$ cat src/rtl/core/gbgc_pkg.sv
// Shared types, register indexes and constants of the grid ground classifier.
`timescale 1ns / 1ps
`default_nettype none
package gbgc_pkg;

  localparam int MAX_COLS_DEF = 128;
  localparam int MAX_ROWS_DEF = 128;

  typedef logic [2:0] cfg_idx_t;
  localparam cfg_idx_t CFG_ORIGIN_X   = 3'd0;
  localparam cfg_idx_t CFG_ORIGIN_Z   = 3'd1;
  localparam cfg_idx_t CFG_INV_STEP_X = 3'd2;
  localparam cfg_idx_t CFG_INV_STEP_Z = 3'd3;
  localparam cfg_idx_t CFG_THRESHOLD  = 3'd4;
  localparam cfg_idx_t CFG_GRID_COLS  = 3'd5;
  localparam cfg_idx_t CFG_GRID_ROWS  = 3'd6;

  localparam logic [30:0] INV_STEP_RST  = 31'd65536;
  localparam logic [30:0] THRESHOLD_RST = 31'd32768;
  localparam logic [7:0]  GRID_DIM_RST  = 8'd128;

  localparam logic ACT_WRITE = 1'b0;
  localparam logic ACT_POINT = 1'b1;

  typedef struct packed {
    logic               action;
    logic [6:0]         cell_col;
    logic [6:0]         cell_row;
    logic signed [31:0] cell_height;
    logic signed [31:0] point_x;
    logic signed [31:0] point_y;
    logic signed [31:0] point_z;
    logic [15:0]        point_tag;
  } in_word_t;

  typedef struct packed {
    logic [15:0]        result_tag;
    logic               is_ground;
    logic               out_of_grid;
    logic signed [31:0] height_diff;
  } out_word_t;

  // one axis of the cell lookup
  typedef struct packed {
    logic        ok;
    logic [31:0] idx;
    logic [15:0] frac;
  } axis_loc_t;

endpackage
`default_nettype wire

$ cat src/rtl/core/gbgc_axis.sv
// Cell index, fraction and range check along one grid axis.
`timescale 1ns / 1ps
`default_nettype none
module gbgc_axis #(
  parameter int MAXN = gbgc_pkg::MAX_COLS_DEF
) (
  input  wire logic signed [63:0] u,
  input  wire logic [7:0]         used,
  output gbgc_pkg::axis_loc_t     loc
);

  localparam int NW = $clog2(MAXN + 1);
  localparam int CW = (NW > 8) ? NW : 8;

  logic [CW-1:0] used_w;
  logic [CW-1:0] max_w;
  logic [CW-1:0] n;
  logic [31:0]   i;

  always_comb begin
    used_w = CW'(used);
    max_w  = CW'(MAXN);
    n      = (used_w > max_w) ? max_w : used_w;
    i      = u[63:32];
    loc.ok   = !u[63] && (n >= CW'(2)) && (({1'b0, i} + 33'd1) < 33'(n));
    loc.idx  = i;
    loc.frac = u[31:16];
  end

endmodule
`default_nettype wire

$ cat config.mk
export PLATFORM = sky130hd
export DESIGN_NAME = gbgc_axis
export DESIGN_NICKNAME = d
export VERILOG_FILES = /design/src/rtl/core/gbgc_pkg.sv /design/src/rtl/core/gbgc_axis.sv
export SDC_FILE = /design/constraint.sdc
export NUM_CORES = 1
export LEC_CHECK = 0
export ABC_AREA = 0
export BUFFER_PORTS_ARGS = -buffer_cell sky130_fd_sc_hd__buf_4
export CAP_MARGIN = 20
export CORE_ASPECT_RATIO = 0.75
export CORE_MARGIN = 2
export CORE_UTILIZATION = 36
export DETAILED_ROUTE_END_ITERATION = 16
export GPL_TIMING_DRIVEN = 0
export PLACE_DENSITY_LB_ADDON = 0.08
export SLEW_MARGIN = 10
export SYNTH_ARGS = -nofsm -noshare
export SYNTH_HDL_FRONTEND = slang
export SYNTH_SLANG_ARGS = --single-unit
$ cat constraint.sdc
create_clock -name vclk -period 2.05
set_input_delay 0.1025 -clock vclk [all_inputs]
set_output_delay 0.1025 -clock vclk [all_outputs]
set_load 0.005 [all_outputs]
==> results of run 1 <==
-- through the flow --
stage / instance area, sq um / hold WS (ns) / TNS, ns / setup WS [ns]
after detailed placement: 2040 / 0.371 / -0.412 / -0.412
after global placement: 2040 / 0.371 / -0.436 / -0.436
after floorplan: 1330 / 0.286 / 0 / 0.000317
final: 2050 / 0.370 / -0.389 / -0.389
after global routing: 2050 / 0.374 / -0.586 / -0.586
after CTS: 2050 / 0.371 / -0.393 / -0.393
-- metal layers --
| metal | part of all wire, % | track usage [%] | routed length, um | vias to the layer above |
|---|---|---|---|---|
| met2 | 42 | 26.4 | 1460 | 71 |
| met5 | 0 | 0 | 0 | - |
| met4 | 0 | 0 | 0 | 0 |
| li1 | - | - | - | 799 |
| met1 | 49 | 24.0 | 1720 | 674 |
| met3 | 9.3 | 1.09 | 326 | 0 |
-- critical path, delay by kind of cell --
family                   cells  cell delay, ns
AO/OA/AOI/OAI                4            0.68
XOR/XNOR                     1            0.15
adder cells (fa/ha/maj)      1            0.25
buffers and inverters        2            0.28
AND/OR/NAND/NOR              4            0.87
-- cell usage after synthesis, drive strengths merged, types with 4 or more instances --
| library cell | n | share of area, % |
|---|---|---|
| xor2 | 6 | 4.0 |
| o21a | 4 | 2.3 |
| buf | 49 | 28 |
| o21ai | 4 | 1.5 |
| nand4 | 12 | 7.9 |
| ha | 8 | 7.7 |
| nor2 | 8 | 2.5 |
| a21oi | 8 | 3.1 |
| and3 | 4 | 2.1 |
| nor4 | 8 | 6.6 |
| nand2 | 16 | 4.6 |
| nand3 | 13 | 6.3 |
| xnor2 | 5 | 3.4 |
-- layout by cell type, fill, tap and decap left out, types with 3 or more instances in the layout --
| cell type | synthesis | final |
|---|---|---|
| nor4_1 | 5 | 5 |
| buf_4 | 48 | 135 |
| xor2_1 | 6 | 6 |
| ha_1 | 8 | 7 |
| nand3_1 | 11 | 10 |
| o21a_1 | 4 | 4 |
| o22ai_1 | 3 | 3 |
| o21ai_0 | 4 | 3 |
| inv_1 | 3 | 3 |
| nand4_1 | 9 | 9 |
| nand2_1 | 16 | 16 |
| nor2_1 | 7 | 6 |
| xnor2_1 | 5 | 5 |
| a21oi_1 | 8 | 8 |
-- cells by family (layout without fill, tap and decap cells) --
family / Yosys count / in the layout / synth area share [%]
fa+ha+maj: 8 / 8 / 7.68
buf+inv: 54 / 142 / 29.5
simple gates: 74 / 74 / 37.1
xor+xnor: 11 / 11 / 7.39
compound gates: 32 / 32 / 16.7
mux: 2 / 2 / 1.63
-- power breakdown --
| part | internal, W | total, W | switching, W |
|---|---|---|---|
| clock network | 0 | 0 | 0 |
| logic | 0.000219 | 0.000363 | 0.000144 |
| registers | 0 | 0 | 0 |
| total | 0.000219 | 0.000363 | 0.000144 |
-- worst min-delay path by stage --
stage                          to  slack (ns)  depth (start not counted)
after floorplan            loc[0]        0.29                          1
after global placement    loc[31]        0.37                          2
after detailed placement  loc[31]        0.37                          2
after CTS                 loc[31]        0.37                          2
after global routing       loc[9]        0.37                          2
final                     loc[31]        0.37                          2
-- cell type report --
cell class                      instances  area, sq um  area share, %
Buffer                                 50          369           18.0
Inverter                                4         15.0          0.732
Tap cell                               40         50.0           2.44
Multi-Input combinational cell        127          952           46.4
Timing Repair Buffer                   88          664           32.4
==> results.md, run 1 <==
* Worst-path cell chain: buf_4 -> nand2_1 -> or2_4 -> xnor2_1 -> ha_1 -> o21a_1 -> o21ai_1 -> a211oi_1 -> a221o_2 -> or3_1 -> nor4_2 -> buf_4
* Syn nets at 261
* Pin count of the biggest net entering global routing at 9
* Worst-Margin Slew at 0.410 ns
* DR vias/cell at 5.00
* Worst setup SP type: input port
* Final worst slack at -0.389 ns
* YS warnings at 0
* Avg Cell Area, Syn at 7.20 sq um
* Final Hold Viols at 0
* Seq cells at 0
* Gr usage total at 16.0%
* First-pass GRT wire length at 5.69 mm
* Timing endpoint of the critical path: loc[48]
* Crit Path Category: input port to output pin
* I/O pins at 121
* Power Density at 177 nW/um^2
* Vias in the first global route at 1335
* Layout cell share with drive strength beyond 1 at 60.2%
* HPWL Detailed at 3.05 mm
* Run status: finished, violations left
* Slowest CP cell: or3_1
* Register area at 0 sq um
* 1st-pass router iterations at 4
* Cells after DPL at 309
* CP Data Arrival Time at 2.34 ns
* Fin nets at 351
* Hold buffer count at cts at 0
* RSZ-0062 raised after global routing: yes
* Post-cts sizing count at 2
* Post-DRT Antenna Nets at 0
* Req. time, crit path at 1.95 ns
* Diodes inserted at 0
* Max VDD drop at 0.105 mV
* Max Cap Violations at 0
* Area growth syn-to-layout at 57.3%
* Total gr overflow at 0
* DRT iter0 DRCs at 83
* Most used cell along the critical path: buf_4
* Mapped cell area at 1300 sq um
* Max incr delay on CP at 0.36 ns
* Max Freq at 0.410 GHz
* Initial core utilization at 38.6%
* Seq/Total Area, Yosys at 0%
* Post-Route WL at 3.51 mm
* HP Class: input port to output pin
* Final Max Tran Viols at 0
* Pwr Total at 0.000363 W
* Worst Hold Launch: u[47]
* Wire length per cell at 11.4 um
* Setup Viol. Count Final at 1
* Post CTS Setup Buffer Count at 0
* Syn Inst Count at 181
* Die Height at 56.1 um
* Gpl congestion at 0.786
* DIE WIDTH at 73.5 um
* Tcrit/Tclk final at 119%
* Die ar. at 4120 sq um
* Failing checks: negative setup slack
* # DRC at 0
* Total core area at 3380 sq um
* Via count at 1544
* Fillers at 326
* Final Critical Period at 2.44 ns
* Initial antenna violation count at 0
* Port bufs at 88
* Crit end category: output pin
* Max Fanout on Critical Path at 6
* Clk_buf instances at 0
* Rows at 18
* Synth unique cells at 48
* LEAKAGE at 0.999 nW
* CP startpoint: u[34]
* Rel. slew slack at 72.5%
* Final core occ at 60.7%
* Fin cells at 309
Power figures use the tool's default switching activity.
==> run 2, diff against run 1 <==
--- a/config.mk
+++ b/config.mk
@@ -13,7 +13,7 @@
 export CORE_UTILIZATION = 36
 export DETAILED_ROUTE_END_ITERATION = 16
 export GPL_TIMING_DRIVEN = 0
-export PLACE_DENSITY_LB_ADDON = 0.08
+export PLACE_DENSITY_LB_ADDON = 0.2
 export SLEW_MARGIN = 10
 export SYNTH_ARGS = -nofsm -noshare
 export SYNTH_HDL_FRONTEND = slang
==> run 2 against run 1 <==
  * The run still ends with negative setup slack left
  * Setup slack worse by 0.043 ns
  * Hold slack about the same
  * Combinational power up 3%
  * First-iteration DRC count fell by 64%
  * Power rose by 3.2%
  * Via count decreased by 0.52%
  * Critical path depth rose by 1
  * Final cell count is 0.65% higher
  * Flip-flop and latch count unchanged
  * Routed wire length grew 1.9%
  * Clock-buffer cell count unchanged
  * Critical path type unchanged
  * Largest cell class unchanged
==> results.md, run 2 (synthesis results as in run 1) <==
* Run status: finished, violations left
* Failing checks: negative setup slack
* Post-Route WL at 3.58 mm
* Max VDD drop at 0.119 mV
* Area growth syn-to-layout at 63.1%
* Initial antenna violation count at 0
* Final Max Tran Viols at 0
* Max Freq at 0.403 GHz
* Most common cell after layout, fill and taps aside: buf_4
* Final Critical Period at 2.48 ns
* Final core occ at 62.9%
* Vias in the first global route at 1413
* Area after DPL at 2040 sq um
* Max Cap Violations at 0
* Initial core utilization at 38.6%
* Final worst slack at -0.432 ns
* Internal power at 0.000225 W
* Sequential power share at 0%
* Cells after DPL at 309
* Post-DRT Antenna Nets at 0
* Share of total power in the clock network at 0%
* Fillers at 319
* Final Hold Viols at 0
* Layout cell share with drive strength beyond 1 at 62.7%
* Register area at 0 sq um
* Rows at 18
* Total gr overflow at 0
* Pwr Total at 0.000375 W
* Req. time, crit path at 1.95 ns
* Rel. slew slack at 69.1%
* Setup Viol. Count Final at 1
* Power Density at 176 nW/um^2
* LEAKAGE at 1.04 nW
* Gr usage total at 16.6%
* Worst setup SP type: input port
* Fin area at 2130 sq um
* DR vias/cell at 4.94
* Port bufs at 88
* HPWL Detailed at 3.04 mm
* Gate power share at 100.0%
* Pin count of the biggest net entering global routing at 9
* Most frequent cells in the layout: buf_4 (136), nand2_1 (15), nand3_1 (9), nand4_1 (9), a21oi_1 (8)
* HP Class: input port to output pin
* Via count at 1536
* Fin nets at 353
* Total core area at 3380 sq um
* Sw frac at 40.1%
* Max Fanout on Critical Path at 4
* Crit Path Category: input port to output pin
* Seq cells at 0
* Die Height at 56.1 um
* DRT iter0 DRCs at 30
* Tcrit/Tclk final at 121%
* Worst-Margin Slew at 0.459 ns
* Clk_buf instances at 0
* Die ar. at 4120 sq um
* I/O pins at 121
* Diodes inserted at 0
* Gpl congestion at 0.758
* Fin cells at 311
* DIE WIDTH at 73.5 um
* Wire length per cell at 11.5 um
* CP Data Arrival Time at 2.38 ns
* Hold Slack at 0.370 ns
* RSZ-0062 raised after global routing: yes
* Switching power at 0.000150 W
* Crit end category: output pin
* First-pass GRT wire length at 6.02 mm
* # DRC at 0
* 1st-pass router iterations at 4
-- run 2: power by group through the flow --
| stage | logic, W | registers [W] | clock network, W |
|---|---|---|---|
| after floorplan | 0.000171 | 0 | 0 |
| after global placement | 0.000360 | 0 | 0 |
| after detailed placement | 0.000363 | 0 | 0 |
| after CTS | 0.000365 | 0 | 0 |
| after global routing | 0.000414 | 0 | 0 |
| final | 0.000375 | 0 | 0 |
-- run 2: worst max-delay path: stages --
cell	delay, ns
buf_8	0.09
ha_4	0.17
nand3_4	0.07
xnor2_2	0.14
ha_1	0.31
nand4_1	0.08
a31oi_1	0.06
nor4_1	0.24
a211oi_1	0.12
a221o_2	0.30
or3_4	0.34
nor4_4	0.22
buf_4	0.15
-- run 2: per-stage QoR --
step           setup slack [ns]  TNS (ns)
2_1_floorplan          0.000317         0
3_3_place_gp             -0.431    -0.431
3_5_place_dp             -0.438    -0.438
4_1_cts                  -0.442    -0.442
5_1_grt                  -0.546    -0.546
6_report                 -0.432    -0.432
-- run 2: what timing repair did --
| item | CTS | global route |
|---|---|---|
| hold buffers | 0 | 0 |
| pin swaps | 1 | 10 |
| setup endpoints to repair | 1 | 1 |
| buffers inserted | 0 | 2 |
| resized for setup | 0 | 14 |
-- run 2: layout make-up --
type / count / area [sq um] / area share, %
inverter: 4 / 15.0 / 0.706
buffer: 50 / 369 / 17.4
multi-input combinational: 127 / 1000 / 47.1
timing repair buffer: 90 / 691 / 32.5
tap: 40 / 50.0 / 2.35
-- run 2: path summary, 6_finish.rpt --
path,startpoint,end,cells past startpoint
worst max-delay path,u[33],loc[48],13
worst min-delay path,u[30],loc[14],2
-- run 2: per-layer routing --
metal | part of all wire (%) | GRT usage [%] | up-vias | wire [um]
met5 | 0 | 0 | - | 0
met4 | 0 | 0 | 0 | 0
met3 | 7.8 | 0.725 | 0 | 278
met2 | 43 | 25.9 | 67 | 1540
met1 | 49 | 26.4 | 661 | 1750
li1 | - | - | 808 | -
==> run 3, diff against run 2 <==
--- a/config.mk
+++ b/config.mk
@@ -14,7 +14,8 @@
 export DETAILED_ROUTE_END_ITERATION = 16
 export GPL_TIMING_DRIVEN = 0
 export PLACE_DENSITY_LB_ADDON = 0.2
-export SLEW_MARGIN = 10
+export REMOVE_ABC_BUFFERS = 1
+export SLEW_MARGIN = 0
 export SYNTH_ARGS = -nofsm -noshare
 export SYNTH_HDL_FRONTEND = slang
 export SYNTH_SLANG_ARGS = --single-unit
==> run 3 against run 2 <==
  * The run still ends with negative setup slack left
  * Flip-flop and latch count unchanged
  * Hold slack worse by 0.16 ns
  * First-iteration DRC count up 23%
  * Final cell count down 21%
  * Sequential share of layout area unchanged
  * Utilization down 13 points
  * Global-route usage up 1.3 points
  * Die area unchanged
  * Setup slack better by 0.0093 ns
  * Fmax up 0.38%
  * Final area down 21%
  * Largest power group unchanged
==> results.md, run 3 (synthesis results as in run 1) <==
* Run status: finished, violations left
* Failing checks: negative setup slack
* Area growth syn-to-layout at 29.3%
* Hold path cells at 0
* Post-Route WL at 3.92 mm
* Setup Viol. Count Final at 1
* Fin nets at 289
* DR vias/cell at 5.61
* Worst-Margin Slew at 0.427 ns
* Post-DRT Antenna Nets at 0
* Gate power share at 100.0%
* Worst setup SP type: input port
* Final worst slack at -0.423 ns
* Max Cap Violations at 0
* Max VDD drop at 0.0934 mV
* Final Hold Viols at 0
* Crit Path Category: input port to output pin
* Sequential power share at 0%
* Rows at 18
* Initial core utilization at 38.6%
* Total core area at 3380 sq um
* Max Freq at 0.404 GHz
* Clk_buf instances at 0
* Power Density at 174 nW/um^2
* RSZ-0062 raised after global routing: yes
* Port bufs at 73
* Gpl congestion at 0.849
* Pin count of the biggest net entering global routing at 9
* Register area at 0 sq um
* Share of total power in the clock network at 0%
* DP Worst Slack at -0.945 ns
* Internal power at 0.000157 W
* Die Height at 56.1 um
* DRT iter0 DRCs at 37
* Switching power at 0.000136 W
* Hold buffer count at cts at 0
* Tcrit/Tclk final at 121%
* Die ar. at 4120 sq um
* Wire length per cell at 15.9 um
* I/O pins at 121
* First-pass GRT wire length at 5.98 mm
* Total gr overflow at 0
* Rel. slew slack at 71.3%
* 1st-pass router iterations at 4
* CP Data Arrival Time at 2.37 ns
* Req. time, crit path at 1.95 ns
* Final Critical Period at 2.47 ns
* Layout cell share with drive strength beyond 1 at 52.2%
* Seq cells at 0
* Vias in the first global route at 1204
* Final Max Tran Viols at 0
* LEAKAGE at 0.746 nW
* Fin cells at 247
* Sw frac at 46.4%
* Gr usage total at 18.0%
* Most common cell after layout, fill and taps aside: buf_4
* Most frequent cells in the layout: buf_4 (71), nand2_1 (15), nand3_1 (9), nand4_1 (9), a21oi_1 (8)
* Cells after DPL at 244
* # DRC at 0
* HPWL Detailed at 3.25 mm
* HP Class: input port to output pin
* Final setup TNS at -0.423 ns
* DIE WIDTH at 73.5 um
* Max Fanout on Critical Path at 5
* Crit end category: output pin
* Via count at 1385
* Initial antenna violation count at 0
* Diodes inserted at 0
run 3: layout make-up:
class,instances,area [sq um]
timing repair buffer,76,601
inverter,4,15.0
multi-input combinational,127,1020
fill,339,1690
tap,40,50.0
run 3: through the flow:
stage / cell area, sq um / hold WS [ns] / total power [W] / utilization, %
2_1_floorplan: 935 / 0.205 / 0.0000902 / -
3_3_place_gp: 1530 / 0.205 / 0.000259 / 45.4
3_5_place_dp: 1530 / 0.205 / 0.000265 / 45.4
4_1_cts: 1660 / 0.205 / 0.000289 / 49.0
5_1_grt: 1690 / 0.205 / 0.000322 / 49.9
6_report: 1690 / 0.205 / 0.000292 / 49.9
run 3: timing repair:
item | CTS | global route
gates resized for setup | 21 | 6
buffers inserted | 3 | 0
hold endpoints to repair | 0 | 0
setup endpoints to repair | 1 | 1
pin swaps | 10 | 4
run 3: worst paths after layout:
kind,start,endpoint,slack (ns)
max,u[35],loc[48],-0.42
min,u[22],loc[6],0.21
run 3: power groups by stage:
stage | Clock (W) | Combinational, W | Sequential, W
floorplan | 0 | 0.0000902 | 0
global placement | 0 | 0.000259 | 0
detailed placement | 0 | 0.000265 | 0
CTS | 0 | 0.000289 | 0
global route | 0 | 0.000322 | 0
finish | 0 | 0.000292 | 0
run 3: per-layer routing:
metal,track usage (%),share of wire [%],vias to the layer above
met3,5.80,9.7,4
met5,9.72,0.94,-
met4,0.519,0.36,2
met2,27.2,45,67
met1,25.3,44,635
li1,-,-,677
run 3: worst max-delay path, stage by stage:
cell	delay, ns
buf_6	0.12
nand2_4	0.06
or2_4	0.26
xnor2_2	0.13
ha_1	0.27
o21a_1	0.19
o21ai_1	0.11
a211oi_1	0.06
a221o_2	0.29
or3_1	0.32
nor4_2	0.29
buf_4	0.16
